$ cat src/rtl/core/ttm_pkg.sv
// Package for the tilt/tap menu controller: menu codes, limits,
// configuration and state types, and the tilt debounce function.
// No dependencies.
package ttm_pkg;

  // Menu state codes
  localparam logic [4:0] ST_FADE      = 5'd0;
  localparam logic [4:0] ST_TIME      = 5'd1;
  localparam logic [4:0] ST_TIME_S    = 5'd2;
  localparam logic [4:0] ST_FLIP      = 5'd3;
  localparam logic [4:0] ST_DATE      = 5'd4;
  localparam logic [4:0] ST_FLIP_DATE = 5'd5;
  localparam logic [4:0] ST_SET_HOUR  = 5'd6;
  localparam logic [4:0] ST_SET_MIN   = 5'd7;
  localparam logic [4:0] ST_SET_DAY   = 5'd8;
  localparam logic [4:0] ST_SET_MONTH = 5'd9;
  localparam logic [4:0] ST_SET_YEAR  = 5'd10;
  localparam logic [4:0] ST_STEPS     = 5'd11;
  localparam logic [4:0] ST_HISTORY   = 5'd12;
  localparam logic [4:0] ST_BATT      = 5'd13;

  // Flip gesture phases
  localparam logic [1:0] PH_IDLE    = 2'd0;
  localparam logic [1:0] PH_FLIPPED = 2'd1;
  localparam logic [1:0] PH_SETTING = 2'd3;

  // Screen-on requests in seconds
  localparam logic [5:0] ON_NONE      = 6'd0;
  localparam logic [5:0] ON_SHORT     = 6'd4;
  localparam logic [5:0] ON_LONG      = 6'd30;
  localparam logic [5:0] ON_VERY_LONG = 6'd60;

  // Clock field selects
  localparam logic [2:0] ADJ_NONE  = 3'd0;
  localparam logic [2:0] ADJ_HOUR  = 3'd1;
  localparam logic [2:0] ADJ_MIN   = 3'd2;
  localparam logic [2:0] ADJ_DAY   = 3'd3;
  localparam logic [2:0] ADJ_MONTH = 3'd4;
  localparam logic [2:0] ADJ_YEAR  = 3'd5;

  // Acceleration thresholds
  localparam logic signed [15:0] TILT_LIMIT = 16'sd1024;
  localparam logic signed [15:0] FLIP_LIMIT = 16'sd7000;
  localparam logic signed [15:0] SIDE_LIMIT = 16'sd300;

  // Configuration register indexes
  localparam int unsigned CFG_IDX_W = 3;
  localparam int unsigned CFG_DATA_W = 10;
  localparam logic [CFG_IDX_W-1:0] CFG_EN_DATE      = 3'd0;
  localparam logic [CFG_IDX_W-1:0] CFG_EN_SECONDS   = 3'd1;
  localparam logic [CFG_IDX_W-1:0] CFG_EN_HISTORY   = 3'd2;
  localparam logic [CFG_IDX_W-1:0] CFG_SET_DEBOUNCE = 3'd3;
  localparam logic [CFG_IDX_W-1:0] CFG_HIST_DEBOUNCE = 3'd4;
  localparam logic [CFG_IDX_W-1:0] CFG_HIST_ENTRIES = 3'd5;

  // Tilt counters never leave +/-1024, so 12 signed bits suffice
  localparam int unsigned CNT_W = 12;

  typedef struct packed {
    logic       enable_date;
    logic       enable_seconds;
    logic       enable_step_history;
    logic [9:0] set_debounce;
    logic [9:0] history_debounce;
    logic [8:0] history_entries;
  } cfg_t;

  typedef struct packed {
    logic [4:0]              menu;
    logic [1:0]              phase;
    logic signed [CNT_W-1:0] set_cnt;
    logic signed [CNT_W-1:0] hist_cnt;
    logic [7:0]              hist_ptr;
  } state_t;

  typedef struct packed {
    logic [4:0] shown_state;
    logic [4:0] menu_state;
    logic [5:0] prolong_seconds;
    logic [2:0] adjust_unit;
    logic       adjust_down;
    logic       save_time;
    logic       clear_seconds;
    logic       update_time;
    logic [7:0] history_index;
  } res_t;

  typedef struct packed {
    logic signed [CNT_W-1:0] cnt;
    logic                    up;
    logic                    dn;
  } tilt_t;

  // One debounce step: count while tilted, fire and clear past the threshold
  function automatic tilt_t tilt_step(logic signed [CNT_W-1:0] cnt,
                                      logic signed [15:0] y,
                                      logic [9:0] thr);
    tilt_t                   t;
    logic signed [CNT_W-1:0] c;
    logic signed [CNT_W-1:0] thr_s;
    thr_s = $signed({{(CNT_W-10){1'b0}}, thr});
    if (y > TILT_LIMIT) begin
      c = cnt + 12'sd1;
    end else if (y < -TILT_LIMIT) begin
      c = cnt - 12'sd1;
    end else begin
      c = '0;
    end
    t.up = 1'b0;
    t.dn = 1'b0;
    t.cnt = c;
    if (c > thr_s) begin
      t.up = 1'b1;
      t.cnt = '0;
    end else if (c < -thr_s) begin
      t.dn = 1'b1;
      t.cnt = '0;
    end
    return t;
  endfunction

endpackage

$ cat src/rtl/core/ttm_if.sv
// Request channel interfaces: accelerometer samples in, menu results out.
// Depends on nothing.
interface ttm_in_if;
  logic               valid;
  logic               ready;
  logic               tap;
  logic signed [15:0] accel_y;
  logic signed [15:0] accel_z;

  modport source (output valid, output tap, output accel_y, output accel_z, input ready);
  modport sink   (input valid, input tap, input accel_y, input accel_z, output ready);
endinterface

interface ttm_out_if;
  logic       valid;
  logic       ready;
  logic [4:0] shown_state;
  logic [4:0] menu_state;
  logic [5:0] prolong_seconds;
  logic [2:0] adjust_unit;
  logic       adjust_down;
  logic       save_time;
  logic       clear_seconds;
  logic       update_time;
  logic [7:0] history_index;

  modport source (output valid, output shown_state, output menu_state,
                  output prolong_seconds, output adjust_unit, output adjust_down,
                  output save_time, output clear_seconds, output update_time,
                  output history_index, input ready);
  modport sink   (input valid, input shown_state, input menu_state,
                  input prolong_seconds, input adjust_unit, input adjust_down,
                  input save_time, input clear_seconds, input update_time,
                  input history_index, output ready);
endinterface

$ cat src/rtl/core/ttm_cfg_regs.sv
// Configuration register file of the menu controller.
// Depends on ttm_pkg.
module ttm_cfg_regs (
  input  logic                           clk_i,
  input  logic                           rst_ni,
  input  logic                           cfg_we_i,
  input  logic [ttm_pkg::CFG_IDX_W-1:0]  cfg_idx_i,
  input  logic [ttm_pkg::CFG_DATA_W-1:0] cfg_wdata_i,
  output ttm_pkg::cfg_t                  cfg_o
);
  import ttm_pkg::*;

  cfg_t cfg_q;

  always_ff @(posedge clk_i or negedge rst_ni) begin
    if (!rst_ni) begin
      cfg_q.enable_date         <= 1'b1;
      cfg_q.enable_seconds      <= 1'b0;
      cfg_q.enable_step_history <= 1'b0;
      cfg_q.set_debounce        <= 10'd50;
      cfg_q.history_debounce    <= 10'd50;
      cfg_q.history_entries     <= 9'd8;
    end else if (cfg_we_i) begin
      unique case (cfg_idx_i)
        CFG_EN_DATE:       cfg_q.enable_date         <= cfg_wdata_i[0];
        CFG_EN_SECONDS:    cfg_q.enable_seconds      <= cfg_wdata_i[0];
        CFG_EN_HISTORY:    cfg_q.enable_step_history <= cfg_wdata_i[0];
        CFG_SET_DEBOUNCE:  cfg_q.set_debounce        <= cfg_wdata_i[9:0];
        CFG_HIST_DEBOUNCE: cfg_q.history_debounce    <= cfg_wdata_i[9:0];
        CFG_HIST_ENTRIES:  cfg_q.history_entries     <= cfg_wdata_i[8:0];
        default: ;
      endcase
    end
  end

  assign cfg_o = cfg_q;

endmodule

$ cat src/rtl/core/ttm_step.sv
// Per-sample decision logic: next menu state, gesture phase, tilt
// counters, history index and result fields. Depends on ttm_pkg.
module ttm_step (
  input  ttm_pkg::cfg_t      cfg_i,
  input  ttm_pkg::state_t    st_i,
  input  logic               tap_i,
  input  logic signed [15:0] accel_y_i,
  input  logic signed [15:0] accel_z_i,
  output ttm_pkg::state_t    st_o,
  output ttm_pkg::res_t      res_o
);
  import ttm_pkg::*;

  logic       fade;
  logic [4:0] cur;
  logic [5:0] req;
  logic [2:0] set_unit;
  logic [7:0] hist_top;
  tilt_t      set_t;
  tilt_t      hist_t;

  assign set_t    = tilt_step(st_i.set_cnt, accel_y_i, cfg_i.set_debounce);
  assign hist_t   = tilt_step(st_i.hist_cnt, accel_y_i, cfg_i.history_debounce);
  assign hist_top = 8'(cfg_i.history_entries - 9'd1);

  always_comb begin
    st_o     = st_i;
    res_o    = '0;
    req      = ON_NONE;
    set_unit = ADJ_NONE;
    fade     = (st_i.menu == ST_FADE);
    // fade-in falls through to the time view on the same sample
    cur      = fade ? ST_TIME : st_i.menu;
    st_o.menu = cur;

    unique case (cur)
      ST_FLIP, ST_TIME_S, ST_TIME: begin
        if (tap_i) begin
          if (st_i.phase == PH_IDLE) begin
            if (accel_z_i > FLIP_LIMIT) begin
              st_o.phase = PH_FLIPPED;
              st_o.menu  = ST_FLIP;
              req        = ON_SHORT;
            end else if (accel_y_i > SIDE_LIMIT && cfg_i.enable_date) begin
              st_o.menu = ST_DATE;
              req       = ON_SHORT;
            end else if (accel_y_i < -SIDE_LIMIT) begin
              st_o.menu = ST_STEPS;
              req       = ON_SHORT;
            end else if (cfg_i.enable_seconds) begin
              if (cur == ST_TIME_S) begin
                st_o.menu = ST_TIME;
                req       = ON_SHORT;
              end else begin
                st_o.menu = ST_TIME_S;
                req       = ON_LONG;
              end
            end else begin
              st_o.menu = ST_STEPS;
              req       = ON_SHORT;
            end
          end else if (st_i.phase == PH_FLIPPED) begin
            if (accel_z_i < -FLIP_LIMIT) begin
              st_o.menu  = ST_SET_HOUR;
              st_o.phase = PH_SETTING;
              req        = ON_VERY_LONG;
            end else begin
              st_o.menu  = ST_TIME;
              st_o.phase = PH_IDLE;
              req        = ON_SHORT;
            end
          end else if (st_i.phase == PH_SETTING) begin
            st_o.phase = PH_IDLE;
          end
        end
      end
      ST_FLIP_DATE, ST_DATE: begin
        if (tap_i) begin
          if (st_i.phase == PH_IDLE) begin
            if (accel_z_i > FLIP_LIMIT) begin
              st_o.phase = PH_FLIPPED;
              st_o.menu  = ST_FLIP_DATE;
              req        = ON_SHORT;
            end else begin
              st_o.menu = ST_TIME;
              req       = ON_SHORT;
            end
          end else if (st_i.phase == PH_FLIPPED) begin
            if (accel_z_i < -FLIP_LIMIT) begin
              st_o.menu  = ST_SET_DAY;
              st_o.phase = PH_SETTING;
              req        = ON_VERY_LONG;
            end else begin
              st_o.menu  = ST_DATE;
              st_o.phase = PH_IDLE;
              req        = ON_SHORT;
            end
          end else if (st_i.phase == PH_SETTING) begin
            st_o.phase = PH_IDLE;
          end
        end
      end
      ST_SET_HOUR: begin
        set_unit = ADJ_HOUR;
        if (tap_i) begin
          st_o.menu = ST_SET_MIN;
          req       = ON_VERY_LONG;
        end
      end
      ST_SET_MIN: begin
        set_unit = ADJ_MIN;
        if (tap_i) begin
          st_o.menu           = ST_TIME;
          res_o.clear_seconds = 1'b1;
          res_o.save_time     = 1'b1;
          req                 = ON_SHORT;
        end
      end
      ST_SET_DAY: begin
        set_unit = ADJ_DAY;
        if (tap_i) begin
          st_o.menu = ST_SET_MONTH;
          req       = ON_VERY_LONG;
        end
      end
      ST_SET_MONTH: begin
        set_unit = ADJ_MONTH;
        if (tap_i) begin
          st_o.menu = ST_SET_YEAR;
          req       = ON_VERY_LONG;
        end
      end
      ST_SET_YEAR: begin
        set_unit = ADJ_YEAR;
        if (tap_i) begin
          st_o.menu       = ST_DATE;
          res_o.save_time = 1'b1;
          req             = ON_SHORT;
        end
      end
      ST_STEPS: begin
        if (tap_i) begin
          if (accel_z_i > FLIP_LIMIT && cfg_i.enable_step_history) begin
            st_o.menu = ST_HISTORY;
            req       = ON_VERY_LONG;
          end else begin
            st_o.menu = ST_TIME;
            req       = ON_SHORT;
          end
        end
      end
      ST_HISTORY: begin
        if (tap_i) begin
          st_o.hist_cnt = '0;
          st_o.menu     = ST_BATT;
          req           = ON_SHORT;
        end else begin
          st_o.hist_cnt = hist_t.cnt;
          if (hist_t.up) begin
            st_o.hist_ptr = (st_i.hist_ptr == hist_top) ? 8'd0 : st_i.hist_ptr + 8'd1;
          end else if (hist_t.dn) begin
            st_o.hist_ptr = (st_i.hist_ptr == 8'd0) ? hist_top : st_i.hist_ptr - 8'd1;
          end
        end
      end
      ST_BATT: begin
        if (tap_i) begin
          st_o.menu = ST_TIME;
          req       = ON_SHORT;
        end
      end
      default: begin
        // error, raw output, empty and unused codes
        st_o.menu = ST_TIME;
      end
    endcase

    // field stepping; phase is left alone in the set views
    if (set_unit != ADJ_NONE && st_i.phase == PH_SETTING) begin
      st_o.set_cnt = set_t.cnt;
      if (set_t.up || set_t.dn) begin
        res_o.adjust_unit = set_unit;
        res_o.adjust_down = set_t.dn;
      end
    end

    res_o.shown_state     = st_i.menu;
    res_o.menu_state      = st_o.menu;
    res_o.prolong_seconds = (fade && req == ON_NONE) ? ON_SHORT : req;
    res_o.update_time     = !(st_i.menu >= ST_SET_HOUR && st_i.menu <= ST_SET_YEAR);
    res_o.history_index   = st_o.hist_ptr;
  end

endmodule

$ cat src/rtl/core/tilt_tap_menu_controller.sv
// Tilt/tap menu controller top level: sample register, decision logic,
// result register. Depends on ttm_pkg, ttm_if, ttm_cfg_regs, ttm_step.
// Flow: an accepted request is held in the sample register and moves on to
// the result register when that one is free or draining; its result is registered.
// Throughput: one sample per cycle while out_o.ready does not stall the result register.
// Reset: asynchronous, active low; menu returns to fade-in, counters clear.
module tilt_tap_menu_controller (
  input  logic                           clk_i,
  input  logic                           rst_ni,
  input  logic                           cfg_we_i,
  input  logic [ttm_pkg::CFG_IDX_W-1:0]  cfg_idx_i,
  input  logic [ttm_pkg::CFG_DATA_W-1:0] cfg_wdata_i,
  ttm_in_if.sink                         in_i,
  ttm_out_if.source                      out_o
);
  import ttm_pkg::*;

  cfg_t               cfg;
  state_t             st_q;
  state_t             st_d;
  res_t               res_d;
  res_t               res_q;
  logic               in_vld_q;
  logic               in_tap_q;
  logic signed [15:0] in_y_q;
  logic signed [15:0] in_z_q;
  logic               out_vld_q;
  logic               advance;

  ttm_cfg_regs u_cfg (
    .clk_i       (clk_i),
    .rst_ni      (rst_ni),
    .cfg_we_i    (cfg_we_i),
    .cfg_idx_i   (cfg_idx_i),
    .cfg_wdata_i (cfg_wdata_i),
    .cfg_o       (cfg)
  );

  ttm_step u_step (
    .cfg_i     (cfg),
    .st_i      (st_q),
    .tap_i     (in_tap_q),
    .accel_y_i (in_y_q),
    .accel_z_i (in_z_q),
    .st_o      (st_d),
    .res_o     (res_d)
  );

  // sample moves to the result register when that one is free or draining
  assign advance    = in_vld_q && (!out_vld_q || out_o.ready);
  assign in_i.ready = !in_vld_q || advance;

  always_ff @(posedge clk_i or negedge rst_ni) begin
    if (!rst_ni) begin
      in_vld_q  <= 1'b0;
      out_vld_q <= 1'b0;
      st_q      <= '{menu: ST_FADE, phase: PH_IDLE, set_cnt: '0, hist_cnt: '0,
                     hist_ptr: '0};
    end else begin
      if (in_i.ready) begin
        in_vld_q <= in_i.valid;
      end
      if (advance) begin
        out_vld_q <= 1'b1;
        st_q      <= st_d;
      end else if (out_o.ready) begin
        out_vld_q <= 1'b0;
      end
    end
  end

  always_ff @(posedge clk_i) begin
    if (in_i.valid && in_i.ready) begin
      in_tap_q <= in_i.tap;
      in_y_q   <= in_i.accel_y;
      in_z_q   <= in_i.accel_z;
    end
    if (advance) begin
      res_q <= res_d;
    end
  end

  assign out_o.valid           = out_vld_q;
  assign out_o.shown_state     = res_q.shown_state;
  assign out_o.menu_state      = res_q.menu_state;
  assign out_o.prolong_seconds = res_q.prolong_seconds;
  assign out_o.adjust_unit     = res_q.adjust_unit;
  assign out_o.adjust_down     = res_q.adjust_down;
  assign out_o.save_time       = res_q.save_time;
  assign out_o.clear_seconds   = res_q.clear_seconds;
  assign out_o.update_time     = res_q.update_time;
  assign out_o.history_index   = res_q.history_index;

endmodule

$ cat src/flat_wrapper.sv
// flat-port wrapper written by rule: the top's interface ports become plain ports
module tilt_tap_menu_controller_flat import ttm_pkg::*;
  (clk_i, rst_ni, cfg_we_i, cfg_idx_i, cfg_wdata_i, in_i_valid, in_i_tap, in_i_accel_y, in_i_accel_z, in_i_ready, out_o_valid, out_o_shown_state, out_o_menu_state, out_o_prolong_seconds, out_o_adjust_unit, out_o_adjust_down, out_o_save_time, out_o_clear_seconds, out_o_update_time, out_o_history_index, out_o_ready);
  ttm_in_if in_i_i ();
  ttm_out_if out_o_i ();
  input  logic clk_i;
  input  logic rst_ni;
  input  logic cfg_we_i;
  input  logic [ttm_pkg::CFG_IDX_W-1:0] cfg_idx_i;
  input  logic [ttm_pkg::CFG_DATA_W-1:0] cfg_wdata_i;
  input wire logic [$bits(in_i_i.valid)-1:0] in_i_valid;
  input wire logic [$bits(in_i_i.tap)-1:0] in_i_tap;
  input wire logic [$bits(in_i_i.accel_y)-1:0] in_i_accel_y;
  input wire logic [$bits(in_i_i.accel_z)-1:0] in_i_accel_z;
  output wire logic [$bits(in_i_i.ready)-1:0] in_i_ready;
  output wire logic [$bits(out_o_i.valid)-1:0] out_o_valid;
  output wire logic [$bits(out_o_i.shown_state)-1:0] out_o_shown_state;
  output wire logic [$bits(out_o_i.menu_state)-1:0] out_o_menu_state;
  output wire logic [$bits(out_o_i.prolong_seconds)-1:0] out_o_prolong_seconds;
  output wire logic [$bits(out_o_i.adjust_unit)-1:0] out_o_adjust_unit;
  output wire logic [$bits(out_o_i.adjust_down)-1:0] out_o_adjust_down;
  output wire logic [$bits(out_o_i.save_time)-1:0] out_o_save_time;
  output wire logic [$bits(out_o_i.clear_seconds)-1:0] out_o_clear_seconds;
  output wire logic [$bits(out_o_i.update_time)-1:0] out_o_update_time;
  output wire logic [$bits(out_o_i.history_index)-1:0] out_o_history_index;
  input wire logic [$bits(out_o_i.ready)-1:0] out_o_ready;
  assign in_i_i.valid = in_i_valid;
  assign in_i_i.tap = in_i_tap;
  assign in_i_i.accel_y = in_i_accel_y;
  assign in_i_i.accel_z = in_i_accel_z;
  assign in_i_ready = in_i_i.ready;
  assign out_o_valid = out_o_i.valid;
  assign out_o_shown_state = out_o_i.shown_state;
  assign out_o_menu_state = out_o_i.menu_state;
  assign out_o_prolong_seconds = out_o_i.prolong_seconds;
  assign out_o_adjust_unit = out_o_i.adjust_unit;
  assign out_o_adjust_down = out_o_i.adjust_down;
  assign out_o_save_time = out_o_i.save_time;
  assign out_o_clear_seconds = out_o_i.clear_seconds;
  assign out_o_update_time = out_o_i.update_time;
  assign out_o_history_index = out_o_i.history_index;
  assign out_o_i.ready = out_o_ready;
  tilt_tap_menu_controller u_core (.clk_i(clk_i), .rst_ni(rst_ni), .cfg_we_i(cfg_we_i), .cfg_idx_i(cfg_idx_i), .cfg_wdata_i(cfg_wdata_i), .in_i(in_i_i), .out_o(out_o_i));
endmodule
$ cat config.mk
export PLATFORM = sky130hd
export DESIGN_NAME = tilt_tap_menu_controller_flat
export DESIGN_NICKNAME = d
export VERILOG_FILES = /design/src/rtl/core/ttm_pkg.sv /design/src/rtl/core/ttm_if.sv /design/src/rtl/core/ttm_cfg_regs.sv /design/src/rtl/core/ttm_step.sv /design/src/rtl/core/tilt_tap_menu_controller.sv /design/src/flat_wrapper.sv
export SDC_FILE = /design/constraint.sdc
export NUM_CORES = 1
export LEC_CHECK = 0
export ABC_AREA = 1
export BUFFER_PORTS_ARGS = -buffer_cell sky130_fd_sc_hd__buf_2
export CORE_ASPECT_RATIO = 1.75
export CORE_MARGIN = 10
export CORE_UTILIZATION = 60
export DETAILED_ROUTE_END_ITERATION = 10
export MAX_ROUTING_LAYER = met4
export PLACE_DENSITY = 0.86
export RECOVER_POWER = 50
export SYNTH_ARGS = -nofsm -noshare
export SYNTH_HDL_FRONTEND = slang
export SYNTH_SLANG_ARGS = --single-unit
export TNS_END_PERCENT = 1
$ cat constraint.sdc
create_clock -name clk_i -period 4.5 [get_ports clk_i]
set_input_delay 0.225 -clock clk_i [delete_from_list [all_inputs] [get_ports clk_i]]
set_output_delay 0.225 -clock clk_i [all_outputs]
set_load 0.02 [all_outputs]
==> summary.md, run 1 <==
| Metric | Value |
|---|---|
| Status | finished, violations left |
| Failing checks | DRC, capacitance limit, slew limit |
| Placer Congestion | ~1 |
| Final hold vios | 0 |
| Cell row count | 60 |
| Routed vias/inst | between 5 and 6 |
| CTS Buf Count | 17 |
| Final core utilization | a little over two thirds |
| Largest net degree at the start of global routing | 48 |
| Sw Pwr | approximately 3000 uW |
| Root Buffer | clkbuf_16 |
| Die area | 21200 um^2 |
| Setup TNS | 0 ps |
| ANT nets after route | 0 |
| Req. time, crit path | ~4700 ps |
| Logic gate share of total power | around 47% |
| Clock buffer depth | 2 |
| Setup Skew | approximately 15 ps |
| Chip Width | 114 um |
| R2R depth | 19 |
| Cell Chain, Critical Path | inv_1 > nand3_1 > nor2_2 > nand2_2 > nand3_4 > o21ai_0 > ha_1 > nand2_1 > nand2_1 > nand3_1 > nand2_1 > nand2_1 > nand4_1 > nand2_1 > nand2_1 > nand3_1 > nand3_1 > o21ai_0 > inv_1 |
| Count of state elements after synthesis | between 100 and 150 |
| DR DRC count | 1 |
| Initial antenna violation count | 1 |
| Max Cap Viol | 2 |
| DP Wirelength | 19100 um |
| CP Capture Type | register |
| Worst path most repeated cell | nand2_1 |
| Initial core utilization | 61.1% |
| RSZ-0062 raised after global routing | false |
| Vias | slightly above 9000 |
| CTS tree | yes |
| Final instance area | about 11000 um^2 |
| Commonest non-fill, non-tap cell in the layout | nand2_1 |
| Wirelength, routed | 27700 um |
| Final min period | 3890 ps |
| Most frequent cells in the layout | 276 x nand2_1, 167 x inv_1, 126 x nor2_1, 119 x nand3_1, 88 x o21ai_0 |
| I/O pin count | 84 |
| Crit path kind | reg -> reg |
| Worst Hold Class | in -> reg |
| Critical path fanouts, max | 17 |
| CTS HTree Levels | 4 |
| Share of layout cells above drive strength 1 | about a tenth |
| Slew Limit Fails | 65 |
| Placed Area | around 9800 um^2 |
| YS warnings | 0 |
| Clk_lat worst skew | around 430 ps |
| Nets | about 1400 |
| Number of global-route vias before repair | roughly 9400 |
| Core box area | approximately 15000 um^2 |
| Hold depth | 3 |
| Final number of setup-violating endpoints | 0 |
| Worst VDD drop | approximately 0.37 mV |
| Unique masters post-synth | 52 |
| WL/cell | roughly 18 um |
| Avg Inst Size Synth | 7.55 um^2 |
| GRT Total Usage | between 20% and 30% |
| Pwr/cell area | about 600 nW/um^2 |
| Clock power share | a little under a quarter |
| CTS resizes | 0 |
| Mapped Cells | 1239 |
| Startpoint Class | register |
| Leakage Power | 0.00495 uW |
| Sw Ratio | between 40 and 50% |
| Power, Total | ~6500 uW |
| DRT Pass-1 Iters | 11 |
| Setup bufs post-CTS | 0 |
| Upper clock frequency limit | approximately 260 MHz |
| Layout area overhead | 14.8% |
| Buffers on Ports | 82 |
| Total grt overflow | 0 |
| Crit share post-route | a little under nine tenths |
| Worst-margin pin slew | approximately 2200 ps |
| TritonCTS Sinks | around 130 |
| Rel. slew slack | -44.8% |
| Internal | ~3500 uW |
| Drt first-iter violations | 790 |
| Worst EP arrival | roughly 4100 ps |
| Register share of total power | 29.6% |
| Layout fillers | 1221 |
| Seq/Total Area, Yosys | ~39% |
| First-pass GRT wire length | ~46000 um |
| Clk slew on worst S/H paths | 70 ps |
| Die height | 185 um |
| Hold WS | a little over 50 ps |
| Critical Path Slowest Stage Cell | o21ai_0 |
| Slowest stage delay, CP | approximately 700 ps |
| Synth Cell Area | between 9000 and 10000 um^2 |
[cell families (layout without fill, tap and decap cells)]
logic type      Yosys count  in the layout  share of synthesized area [%]
fa+ha+maj                52             52                           6.95
compound gates          181            181                           10.7
other cells               1              3                         0.0401
simple gates            619            619                           30.1
xor+xnor                 39             39                           3.65
flops                   134            134                           39.3
buf+inv                 212            330                           9.24
mux                       1              1                          0.107
[final cells by class]
cell class	instances	area (um^2)	area share (%)
multi-input combinational	894	4820	44.9
sequential	134	3670	34.2
timing repair buffer	119	718	6.69
inverter	179	677	6.30
clock buffer	18	429	3.99
tap	186	233	2.17
clock inverter	14	186	1.74
antenna	1	2.50	0.0233
[per-layer routing]
metal | GRT usage, % | routed length (um) | vias up
li1 | - | - | 4313
met1 | 27.5 | 9520 | 4176
met2 | 48.9 | 14700 | 516
met3 | 6.03 | 1940 | 149
met4 | 16.3 | 1500 | 0
met5 | - | 0 | -
[power groups by stage]
stage | clock network (uW) | logic (uW) | registers, uW
2_1_floorplan | 0 | 2330 | 1860
3_3_place_gp | 0 | 2880 | 1910
3_5_place_dp | 0 | 2970 | 1920
4_1_cts | 1490 | 3040 | 1910
5_1_grt | 1550 | 3530 | 1960
6_report | 1490 | 3090 | 1930
[cell usage after synthesis (all sizes together)]
cell type / number / share of area, %
nand2: 287 / 12
inv: 177 / 7.1
nor2: 145 / 6.6
nand3: 125 / 7.1
o21ai: 100 / 5.4
dfrtp: 64 / 17
edfxtp: 62 / 20
ha: 52 / 7.0
a21oi: 46 / 2.6
xor2: 37 / 3.5
nand4: 30 / 2.1
nor3: 28 / 1.8
buf: 19 / 1.4
o22ai: 15 / 1.1
clkbuf: 14 / 0.57
dfstp: 8 / 2.2
o211ai: 5 / 0.40
o31ai: 4 / 0.32
a31oi: 3 / 0.20
a211oi: 2 / 0.16
clkinv: 2 / 0.13
nand3b: 2 / 0.16
xnor2: 2 / 0.19
a21o: 1 / 0.080
a31o: 1 / 0.094
a32o: 1 / 0.11
a41oi: 1 / 0.094
and2: 1 / 0.067
conb: 1 / 0.040
mux2i: 1 / 0.11
o21a: 1 / 0.080
o32ai: 1 / 0.094
or2: 1 / 0.067
[flip-flops by register name, summed over array words and instances, names as in the netlist, 3 cells and up]
name                          count
u_core.out_o.history_index        8
u_core.out_o.menu_state           5
u_core.out_o.adjust_unit          3
u_core.u_cfg.cfg_o               31
u_core.out_o.prolong_seconds      4
u_core.in_y_q                    16
u_core.in_z_q                    16
u_core.st_q                      39
u_core.out_o.shown_state          5
[per-stage QoR]
| step | std cells | setup WS (ps) |
|---|---|---|
| detailed placement | 1478 | 875 |
| global route | 1545 | 187 |
| finish | 1545 | 612 |
| floorplan | 1240 | 1370 |
| CTS | 1544 | 765 |
| global placement | 1478 | 969 |
[worst max-delay path, delay by kind of cell (launching register included)]
family / cells / cell delay (ps)
AO/OA/AOI/OAI: 2 / 830
flip-flops: 1 / 460
buffers and inverters: 2 / 160
adder cells (fa/ha/maj): 1 / 370
AND/OR/NAND/NOR: 14 / 1800
[timing repair]
action                                  CTS  global route
hold buffers                             34             0
endpoints found under the hold margin    57             0
endpoints found under the setup margin    0             0
[final timing paths]
path / slack [ps] / from / to
setup / recovery: 610 / u_core.in_y_q[5] / u_core.out_o.history_index[7]
hold / removal: 50 / in_i_valid / u_core.in_vld_q
setup reg to reg: 610 / u_core.in_y_q[5] / u_core.out_o.history_index[7]
hold reg to reg: 520 / u_core.u_cfg.cfg_o[20] / u_core.u_cfg.cfg_o[20]
max in group asynchronous: 2310 / rst_ni / u_core.st_q[28]
min in group asynchronous: 780 / rst_ni / u_core.st_q[4]
No activity file was read; power rests on OpenSTA's default activity.
==> inputs of run 2 (changes only) <==
--- a/config.mk
+++ b/config.mk
@@ -6,14 +6,15 @@
 export NUM_CORES = 1
 export LEC_CHECK = 0
 export ABC_AREA = 1
-export BUFFER_PORTS_ARGS = -buffer_cell sky130_fd_sc_hd__buf_2
+export BUFFER_PORTS_ARGS = -buffer_cell sky130_fd_sc_hd__buf_4
 export CORE_ASPECT_RATIO = 1.75
 export CORE_MARGIN = 10
 export CORE_UTILIZATION = 60
 export DETAILED_ROUTE_END_ITERATION = 10
 export MAX_ROUTING_LAYER = met4
-export PLACE_DENSITY = 0.86
+export PLACE_DENSITY_LB_ADDON = 0.1
 export RECOVER_POWER = 50
+export SKIP_CTS_REPAIR_TIMING = 1
 export SYNTH_ARGS = -nofsm -noshare
 export SYNTH_HDL_FRONTEND = slang
 export SYNTH_SLANG_ARGS = --single-unit
==> run 2 against run 1 <==
Against the previous run: the flow finishes with violations (hold timing); global-route usage down 2.0 points; register-to-register slack better by 60 ps; clock-buffer cell count shrank 1; flip-flop and latch count did not move; hold slack worse by 140 ps; fmax rose by 1.5%; non-clock buffer count increased by 2; first-iteration DRC count down 26%; combinational power is 1% higher.
==> summary.md, run 2 (synthesis gave the netlist of run 1 again) <==
| Metric | Value |
|---|---|
| Largest reg by FF count | u_core.st_q |
| CP Capture Type | register |
| Slowest stage delay, CP | 460 ps (-230 ps) |
| Clk_lat worst skew | 440 ps (about the same) |
| TritonCTS Sinks | 134 (unchanged) |
| Clock buffer depth | 2 (unchanged) |
| Post-Layout Cell Count | 1546 (+0.065%) |
| Failing checks | hold timing |
| Clk slew on worst S/H paths | 70 ps (about the same) |
| Hold WS | -92.8 ps (-145 ps) |
| Worst Hold Class | in -> async |
| Crit share post-route | 85.1% (-1.3 points) |
| I/O pin count | 84 (unchanged) |
| Worst EP arrival | 4030 ps (-40 ps) |
| Req. time, crit path | 4700 ps (+20 ps) |
| Setup Skew | 14.7 ps (+0.114 ps) |
| Power, Total | 6500 uW (-0.24%) |
| Most frequent cells in the layout | 276 x nand2_1, 167 x inv_1, 126 x nor2_1, 119 x nand3_1, 88 x o21ai_0 |
| Initial antenna violation count | 0 (-1) |
| Pwr/cell area | 595 nW/um^2 (-1.9%) |
| First-pass GRT wire length | 42600 um (-7.7%) |
| Rel. slew slack | 23.9% (+69 points) |
| Critical path fanouts, max | 12 (-5) |
| Logic gate share of total power | 48.1% (+0.7 points) |
| Placer Congestion | 0.978 (-4.5%) |
| Drt first-iter violations | 587 (-26%) |
| WP buf/inv | 2 (unchanged) |
| Layout area overhead | 16.7% |
| RSZ-0062 raised after global routing | false |
| RR Startpoint | u_core.in_y_q[15] |
| Die area | 21200 um^2 (unchanged) |
| Antenna cells | 0 (-1) |
| Chip Width | 114 um (unchanged) |
| Upper clock frequency limit | 261 MHz (+1.5%) |
| Vias | 8919 (-2.6%) |
| Share of layout cells above drive strength 1 | 12.2% (+1.8 points) |
| GRT Total Usage | 25.9% (-2.0 points) |
| Worst-margin pin slew | 1140 ps (-1030 ps) |
| Cell row count | 60 (unchanged) |
| Status | finished, violations left |
| Largest net degree at the start of global routing | 73 (+52%) |
| CTS Buf Count | 17 (unchanged) |
| Root Buffer | clkbuf_16 |
| Buffers on Ports | 82 (unchanged) |
| Worst path most repeated cell | nand2_1 |
| Critical Path Slowest Stage Cell | nand2_1 |
| Startpoint Class | register |
| Max Cap Viol | 0 (-2) |
| Cell Chain, Critical Path | nand2_1 > nor3_2 > nor2_4 > inv_1 > a21oi_1 > o21ai_0 > o21ai_0 > ha_1 > a21oi_1 > o21ai_0 > nand2_1 > nand4_1 > nand2_1 > nand2_1 > nand3_2 > nand3_2 > o21ai_1 > inv_1 |
| Core box area | 15300 um^2 (unchanged) |
| Commonest non-fill, non-tap cell in the layout | nand2_1 |
| WL/cell | 17.5 um (-2.4%) |
| Final number of setup-violating endpoints | 0 (unchanged) |
| Nets | 1450 (+0.14%) |
| Worst VDD drop | 0.280 mV (-25%) |
| ANT nets after route | 0 (unchanged) |
| Setup WS pre-CTS | 829 ps (-46.3 ps) |
| Internal | 3510 uW (-0.42%) |
| DRT Pass-1 Iters | 5 (-6) |
| Final hold vios | 32 (+32) |
| DR DRC count | 0 (-1) |
| Clock power share | 22.3% (-0.6 points) |
| CP delay by family, top | simple AND/OR/NAND/NOR gates |
| Worst setup path startpoint | u_core.in_y_q[15] |
| Register share of total power | 29.6% (about the same) |
| Leakage Power | 0.00505 uW (+2.0%) |
| Min setup slack post-route | 669 ps (+57.1 ps) |
| DP Wirelength | 20000 um (+4.7%) |
| Routed vias/inst | 5.77 (-2.6%) |
| Wirelength, routed | 27000 um (-2.4%) |
| Sw Ratio | 46.0% (+0.099 points) |
| Sw Pwr | 2990 uW (about the same) |
| Die height | 185 um (unchanged) |
| CTS HTree Levels | 4 (unchanged) |
| Number of global-route vias before repair | 8897 (-5.4%) |
| Max reg flops | 39 (unchanged) |
| Final min period | 3830 ps (-57.1 ps) |
| CTS tree | yes |
| Initial core utilization | 61.1% (unchanged) |
| Slew Limit Fails | 0 (-100%) |
| Total grt overflow | 0 (unchanged) |
| Setup TNS | 0 ps (unchanged) |
| Layout fillers | 1320 (+8.1%) |
| Dpl cells | 1481 (+0.20%) |
| Crit path kind | reg -> reg |
## run 2: cell types whose count changed in the layout (fill, tap and decap cells not counted)
cell	previous run	this run
buf_2	44	0
buf_4	1	35
bufinv_16	3	2
clkbuf_1	41	19
clkbuf_4	0	34
clkinv_2	0	1
clkinv_4	2	3
clkinvlp_4	2	4
diode_2	1	0
dlygate4sd3_1	34	33
inv_6	7	4
inv_8	1	2
## run 2: path summary, 6_finish.rpt
path / endpoint / slack, ps / cells past startpoint
max in group asynchronous: u_core.st_q[28] / 3880 / 1
setup reg to reg: u_core.out_o.history_index[6] / 670 / 18
min in group clk_i: u_core.in_vld_q / 40 / 3
setup / recovery: u_core.out_o.history_index[6] / 670 / 18
hold / removal: u_core.u_cfg.cfg_o[26] / -90 / 1
hold reg to reg: u_core.u_cfg.cfg_o[24] / 510 / 2
## run 2: final cells by class
cell class	count	area, um^2	share of cell area [%]
clock inverters	15	170	1.56
clock buffers	17	425	3.90
flip-flops and latches	134	3670	33.6
multi-input cells	894	4820	44.2
well taps	186	233	2.13
inverters	179	677	6.20
repair buffers	121	920	8.42
## run 2: layer usage
layer | GRT usage [%] | up-vias | wire length (um)
met5 | - | - | 0
met4 | 16.5 | 0 | 1610
met3 | 4.11 | 113 | 1210
met2 | 47.0 | 293 | 14600
met1 | 24.5 | 4210 | 9620
li1 | - | 4303 | -
## run 2: power groups by stage
stage	logic, uW	clock network, uW	registers, uW
after floorplan	2330	0	1860
after global placement	3010	0	1930
after detailed placement	3060	0	1940
after CTS	3110	1450	1920
after global routing	3540	1500	1960
final	3130	1450	1920
## run 2: stage by stage
step	utilization [%]	instance area, um^2
2_1_floorplan	-	9360
3_3_place_gp	65.7	10100
3_5_place_dp	65.7	10100
4_1_cts	69.6	10700
5_1_grt	71.3	10900
6_report	71.3	10900
## run 2: worst reg2reg max path: stages, from the launching register on
cell      delay, ps
edfxtp_1        410
nand2_1          90
nor3_2          290
nor2_4          130
inv_1           370
a21oi_1          70
o21ai_0          90
o21ai_0         200
ha_1            370
a21oi_1         170
o21ai_0         120
nand2_1          80
nand4_1         240
nand2_1         460
nand2_1         160
nand3_2         110
nand3_2          90
o21ai_1          80
inv_1            50
